--- src/hw/rtl/vna_pkg.sv ---
// shared types and constants for the vertex normal accumulator
package vna_pkg;

   localparam int MaxVertices = 1024;
   localparam int SumWidth    = 48;
   localparam int IdxWidth    = $clog2(MaxVertices);
   localparam int MagWidth    = 31;
   localparam int SqWidth     = 2 * MagWidth + 2;
   localparam int RootWidth   = SqWidth / 2;
   localparam int QuotWidth   = 16;
   localparam int NumWidth    = MagWidth + 14 + 1;
   localparam logic [15:0] Q14One = 16'd16384;

   typedef enum logic [1:0] {
      ACT_LOAD = 2'd0,
      ACT_TRI  = 2'd1,
      ACT_READ = 2'd2,
      ACT_NONE = 2'd3
   } action_type;

   typedef struct packed {
      logic [1:0]         action;
      logic [9:0]         vertex;
      logic signed [15:0] pos_x;
      logic signed [15:0] pos_y;
      logic signed [15:0] pos_z;
      logic [9:0]         corner_a;
      logic [9:0]         corner_b;
      logic [9:0]         corner_c;
   } req_type;

   typedef struct packed {
      logic [9:0]         out_vertex;
      logic signed [15:0] normal_x;
      logic signed [15:0] normal_y;
      logic signed [15:0] normal_z;
      logic               degenerate;
   } rsp_type;

   typedef enum logic [4:0] {
      ST_IDLE,
      ST_LOAD,
      ST_TRI_RD_A,
      ST_TRI_RD_B,
      ST_TRI_RD_C,
      ST_TRI_EDGE,
      ST_TRI_MUL,
      ST_TRI_SUM,
      ST_TRI_ACC_A,
      ST_TRI_WR_A,
      ST_TRI_ACC_B,
      ST_TRI_WR_B,
      ST_TRI_ACC_C,
      ST_TRI_WR_C,
      ST_RD_FETCH,
      ST_RD_MAG,
      ST_RD_SHIFT,
      ST_RD_SQ,
      ST_RD_SQSUM,
      ST_RD_SQRT,
      ST_RD_DIV,
      ST_RD_OUT
   } state_type;

   // commands from controller to datapath
   typedef struct packed {
      logic       load_wr;
      logic       pos_rd;
      logic [1:0] pos_sel;
      logic       edge_en;
      logic       mul_en;
      logic       cross_en;
      logic       sum_rd;
      logic [1:0] sum_sel;
      logic       sum_wr;
      logic       mag_en;
      logic       shift_en;
      logic       sq_en;
      logic       sqrt_start;
      logic       sqrt_step;
      logic       div_start;
      logic       div_step;
      logic       rsp_fire;
   } cmd_type;

   // status from datapath to controller
   typedef struct packed {
      logic sqrt_done;
      logic div_done;
   } stat_type;

   function automatic logic [SumWidth-1:0] sat_add(input logic [SumWidth-1:0] a,
                                                   input logic [SumWidth-1:0] b);
      logic [SumWidth-1:0] s;
      s = a + b;
      if (a[SumWidth-1] == b[SumWidth-1] && s[SumWidth-1] != a[SumWidth-1])
         s = a[SumWidth-1] ? {1'b1, {(SumWidth-1){1'b0}}} : {1'b0, {(SumWidth-1){1'b1}}};
      return s;
   endfunction

endpackage

--- src/hw/rtl/vna_ctrl.sv ---
// controller state machine for the vertex normal accumulator
module vna_ctrl (
   input  logic              clock,
   input  logic              reset,
   input  logic              start,
   input  vna_pkg::req_type  req,
   input  vna_pkg::stat_type stat,
   output logic              busy,
   output vna_pkg::cmd_type  cmd
);

   vna_pkg::state_type state_ff, state_in;
   logic idx_ok;

   assign idx_ok = (32'(req.corner_a) < vna_pkg::MaxVertices) &&
                   (32'(req.corner_b) < vna_pkg::MaxVertices) &&
                   (32'(req.corner_c) < vna_pkg::MaxVertices);

   always_ff @(posedge clock) begin
      if (reset) state_ff <= vna_pkg::ST_IDLE;
      else       state_ff <= state_in;
   end

   always_comb begin
      state_in = state_ff;
      cmd      = '0;
      busy     = (state_ff != vna_pkg::ST_IDLE);
      case (state_ff)
         vna_pkg::ST_IDLE: begin
            if (start) begin
               case (vna_pkg::action_type'(req.action))
                  vna_pkg::ACT_LOAD: state_in = vna_pkg::ST_LOAD;
                  vna_pkg::ACT_TRI: if (idx_ok) state_in = vna_pkg::ST_TRI_RD_A;
                  vna_pkg::ACT_READ: state_in = vna_pkg::ST_RD_FETCH;
                  default: state_in = vna_pkg::ST_IDLE;
               endcase
            end
         end
         vna_pkg::ST_LOAD: begin
            cmd.load_wr = 1'b1;
            state_in = vna_pkg::ST_IDLE;
         end
         vna_pkg::ST_TRI_RD_A: begin
            cmd.pos_rd = 1'b1; cmd.pos_sel = 2'd0;
            state_in = vna_pkg::ST_TRI_RD_B;
         end
         vna_pkg::ST_TRI_RD_B: begin
            cmd.pos_rd = 1'b1; cmd.pos_sel = 2'd1;
            state_in = vna_pkg::ST_TRI_RD_C;
         end
         vna_pkg::ST_TRI_RD_C: begin
            cmd.pos_rd = 1'b1; cmd.pos_sel = 2'd2;
            state_in = vna_pkg::ST_TRI_EDGE;
         end
         vna_pkg::ST_TRI_EDGE: begin
            cmd.edge_en = 1'b1;
            state_in = vna_pkg::ST_TRI_MUL;
         end
         vna_pkg::ST_TRI_MUL: begin
            cmd.mul_en = 1'b1;
            state_in = vna_pkg::ST_TRI_SUM;
         end
         vna_pkg::ST_TRI_SUM: begin
            cmd.cross_en = 1'b1;
            cmd.sum_rd = 1'b1; cmd.sum_sel = 2'd0;
            state_in = vna_pkg::ST_TRI_ACC_A;
         end
         vna_pkg::ST_TRI_ACC_A: state_in = vna_pkg::ST_TRI_WR_A;
         vna_pkg::ST_TRI_WR_A: begin
            cmd.sum_wr = 1'b1; cmd.sum_sel = 2'd0;
            state_in = vna_pkg::ST_TRI_ACC_B;
         end
         vna_pkg::ST_TRI_ACC_B: begin
            cmd.sum_rd = 1'b1; cmd.sum_sel = 2'd1;
            state_in = vna_pkg::ST_TRI_WR_B;
         end
         vna_pkg::ST_TRI_WR_B: begin
            cmd.sum_wr = 1'b1; cmd.sum_sel = 2'd1;
            state_in = vna_pkg::ST_TRI_ACC_C;
         end
         vna_pkg::ST_TRI_ACC_C: begin
            cmd.sum_rd = 1'b1; cmd.sum_sel = 2'd2;
            state_in = vna_pkg::ST_TRI_WR_C;
         end
         vna_pkg::ST_TRI_WR_C: begin
            cmd.sum_wr = 1'b1; cmd.sum_sel = 2'd2;
            state_in = vna_pkg::ST_IDLE;
         end
         vna_pkg::ST_RD_FETCH: begin
            cmd.sum_rd = 1'b1; cmd.sum_sel = 2'd3;
            state_in = vna_pkg::ST_RD_MAG;
         end
         vna_pkg::ST_RD_MAG: begin
            cmd.mag_en = 1'b1;
            state_in = vna_pkg::ST_RD_SHIFT;
         end
         vna_pkg::ST_RD_SHIFT: begin
            cmd.shift_en = 1'b1;
            state_in = vna_pkg::ST_RD_SQ;
         end
         vna_pkg::ST_RD_SQ: begin
            cmd.sq_en = 1'b1;
            state_in = vna_pkg::ST_RD_SQSUM;
         end
         vna_pkg::ST_RD_SQSUM: begin
            // root starts from the sum of the squares
            cmd.sqrt_start = 1'b1;
            state_in = vna_pkg::ST_RD_SQRT;
         end
         vna_pkg::ST_RD_SQRT: begin
            if (!stat.sqrt_done) cmd.sqrt_step = 1'b1;
            else begin
               cmd.div_start = 1'b1;
               state_in = vna_pkg::ST_RD_DIV;
            end
         end
         vna_pkg::ST_RD_DIV: begin
            if (!stat.div_done) cmd.div_step = 1'b1;
            else state_in = vna_pkg::ST_RD_OUT;
         end
         vna_pkg::ST_RD_OUT: begin
            cmd.rsp_fire = 1'b1;
            state_in = vna_pkg::ST_IDLE;
         end
         default: state_in = vna_pkg::ST_IDLE;
      endcase
   end

`ifndef ASSERT_OFF
   a_idle_not_busy: assert property (@(posedge clock) disable iff (reset)
      (state_ff == vna_pkg::ST_IDLE) |-> !busy)
      else $error("idle but busy");
   a_one_write: assert property (@(posedge clock) disable iff (reset)
      !(cmd.sum_wr && cmd.load_wr))
      else $error("two writes at once");
   a_rsp_back_to_idle: assert property (@(posedge clock) disable iff (reset)
      cmd.rsp_fire |=> (state_ff == vna_pkg::ST_IDLE))
      else $error("result not followed by idle");
`endif

endmodule

--- config.mk ---
export PLATFORM = sky130hd
export DESIGN_NAME = vna_ctrl
export DESIGN_NICKNAME = d
export VERILOG_FILES = /design/src/hw/rtl/vna_pkg.sv /design/src/hw/rtl/vna_ctrl.sv
export SDC_FILE = /design/constraint.sdc
export NUM_CORES = 1
export LEC_CHECK = 0
export BUFFER_PORTS_ARGS = -buffer_cell sky130_fd_sc_hd__buf_2
export CAP_MARGIN = 5
export CELL_PAD_IN_SITES_DETAIL_PLACEMENT = 0
export CELL_PAD_IN_SITES_GLOBAL_PLACEMENT = 1
export CORE_AREA = 8 8 84 71
export CTS_BUF_LIST = sky130_fd_sc_hd__clkbuf_4 sky130_fd_sc_hd__clkbuf_8
export DETAILED_ROUTE_END_ITERATION = 8
export DIE_AREA = 0 0 92 79
export GPL_ROUTABILITY_DRIVEN = 0
export PLACE_DENSITY_LB_ADDON = 0.1
export SYNTH_ARGS = -nofsm -noshare
export SYNTH_HDL_FRONTEND = slang
export SYNTH_SLANG_ARGS = --single-unit
--- constraint.sdc ---
create_clock -name clock -period 2.2 [get_ports clock]
set_clock_uncertainty 0.05 [all_clocks]
set_input_delay 0.44 -clock clock [delete_from_list [all_inputs] [get_ports clock]]
set_output_delay 0.44 -clock clock [all_outputs]
set_load 0.02 [all_outputs]
==> reports/qor.yml <==
status: "complete, no violations"
final_common_cell: "buf_2"
routed_wire_length_per_instance_um: 13.1
max_freq_mhz: 474
core_area_mm2: 0.00472
regMostFlops: "state_ff"
critPathMaxStageDelay_ns: 0.41
synth-simple-area-share_pct: 41.4
cts_setup_buffers: 0
synthXorXnorAreaFrac_pct: 1.52
layout-drive-gt1-share_pct: 37.7
ir_drop_v: 0.000295
synth_mux_area_share_pct: 1.95
htree_levels: 1
ant_nets: 0
die_h_um: 79
cts.path.max_buffers: 2
grt_usage_pct: 6.51
grt_pass1_wl_um: 3770
crit_slowest_cell: "or3_4"
finalSetupViolations: 0
overflow: 0
top_regs: "state_ff (5)"
report.final.slew_viol_count: 0
drt_iter0_drc: 50
pin_count: 115
top_layer: "met4"
synth_flop_cell: "dfxtp_1"
tightestPinTransition_ns: 0.318
slew_headroom_pct: 78.8
drc: 0
cp-end-kind: "primary output"
synth_adder_area_share_pct: 4.34
p_leak_nw: 0.416
io_buffers: 26
placementRows: 23
crit_type: "flip-flop to primary output"
synth_compound_area_share_pct: 22.6
synth_top_family_by_area: "simple AND/OR/NAND/NOR gates"
timing.rr.start: "state_ff[1]"
drt_pass1_iterations: 4
ys_async_sr_fraction_pct: 0
antenna_cells: 0
via_per_inst: 4.03
hold_path_depth: 2
dr_wl_met2_um: 943
yosys_register_bits: 5
clkLatencyLatePin_ns: 0.22
start_kind: "flip-flop"
routed_wl_um: 2410
synthToLayoutAreaGrowth_pct: 51.0
wl_met3_um: 252
stdcell_area_um2: 871
worstPathArrival_ns: 1.62
required_ns: 1.71
min_to: "state_ff[0]"
reg2reg_depth: 5
crit_chain: "inv_2 -> or3_1 -> or3_4 -> inv_1 -> buf_2"
yosysSeqAreaShare_pct: 17.4
avgSynthCellArea_um2: 6.34
maxCapViolations: 0
final.period_utilization_pct: 96.0
fp.dieW_um: 92
syn_area_um2: 577
hold_start: "reset"
worstHoldPathType: "input port to flip-flop"
clk_pin_slew_ns: 0.03
grt_max_degree: 15
nFillCells: 564
period_needed_ns: 2.11
dieArea_mm2: 0.00727
cts_tree: "yes"
syn_inst: 91
antenna_found_initial: 0
reg2reg_to: "state_ff[0]"
nNetsFinal: 220
grt_pass1_vias: 729
numClockSinks: 5
mostFrequentLayoutCells: "25 x buf_2, 17 x nor2_1, 9 x nand2_1, 9 x buf_4, 8 x a21oi_1"
start_util_pct: 12.2
cts_root_buf: "clkbuf_8"
cts_buffers: 3
fin_tns_setup_ns: 0
hold_viol: 0
syn_nets: 188
place_area_um2: 808
dp_hpwl_um: 2000
largest_register_ffs: 5
synth-edff-count: 0
rsz0062_at_grt: "false"
p_per_area_mw_per_mm2: 1180
synth.distinct_cells: 34
vias: 742
ys_warn_count: 0
r2r_setup_slack_ns: 0.38
drt-met1-wl_um: 1180
crit_fanout: 5
-- worst max-delay path by stage --
stage	depth (start not counted)	start	endpoint	slack (ns)
final	5	state_ff[4]	cmd[3]	0.09
after global routing	5	state_ff[4]	cmd[3]	0.003
after CTS	5	state_ff[1]	cmd[11]	0.006
after detailed placement	4	state_ff[1]	cmd[3]	0.26
after global placement	5	state_ff[1]	state_ff[0]	0.24
after floorplan	5	state_ff[2]	cmd[17]	0.11
-- repair_timing --
item / CTS / global route
resized for setup: 0 / 4
endpoints found under the setup margin: 0 / 3
hold buffers: 0 / 0
-- cell type report --
| cell class | count | area [um2] | share of cell area, % |
|---|---|---|---|
| multi-input combinational | 72 | 424 | 48.7 |
| inverter | 7 | 26.3 | 3.02 |
| sequential | 5 | 101 | 11.6 |
| clock buffer | 4 | 48.8 | 5.60 |
| timing repair buffer | 34 | 193 | 22.1 |
| tap | 62 | 77.6 | 8.91 |
-- layer usage --
layer,up-vias,track usage (%)
met3,4,3.30
met1,327,8.43
met4,0,1.61
met2,31,9.27
li1,380,-
met5,-,0
-- power breakdown --
group | internal, mW | switching [mW]
registers | 0.122 | 0.0461
clock network | 0.136 | 0.0414
logic | 0.271 | 0.409
total | 0.529 | 0.497
-- worst max-delay path, delay by kind of cell, from the launching register on --
kind	cells	cell delay [ns]
buf+inv	3	0.29
flops	1	0.33
simple gates	2	0.80
-- synthesized netlist by cell type, types with 2 or more instances --
cell | count | area, um2
nor3_1 | 3 | 15.0
nor4_1 | 2 | 12.5
nand3b_1 | 2 | 15.0
dfxtp_1 | 5 | 100
a21oi_1 | 8 | 40.0
clkbuf_1 | 3 | 11.3
nand3_1 | 4 | 20.0
nor3b_1 | 2 | 15.0
nand2_1 | 9 | 33.8
ha_1 | 2 | 25.0
inv_1 | 6 | 22.5
buf_2 | 2 | 10.0
or3_1 | 4 | 25.0
o21ai_0 | 2 | 10.0
a31oi_1 | 2 | 12.5
nor2_1 | 17 | 63.8
-- cells by family (layout without fill, tap and decap cells) --
logic type,after synthesis,after routing
flops,5,5
fa+ha+maj,2,2
mux,1,1
simple gates,49,49
buf+inv,14,45
compound gates,19,19
xor+xnor,1,1
-- metrics by stage --
step	total power, mW	hold slack, ns	setup slack, ns	instances	util [%]
2_1_floorplan	0.642	0.459	0.110	91	-
3_3_place_gp	0.856	0.628	0.244	180	17.1
3_5_place_dp	0.844	0.617	0.259	180	17.1
4_1_cts	1.03	0.396	0.00648	184	18.2
5_1_grt	1.12	0.428	0.00339	184	18.5
6_report	1.03	0.395	0.0888	184	18.5
Power figures use the tool's default switching activity.
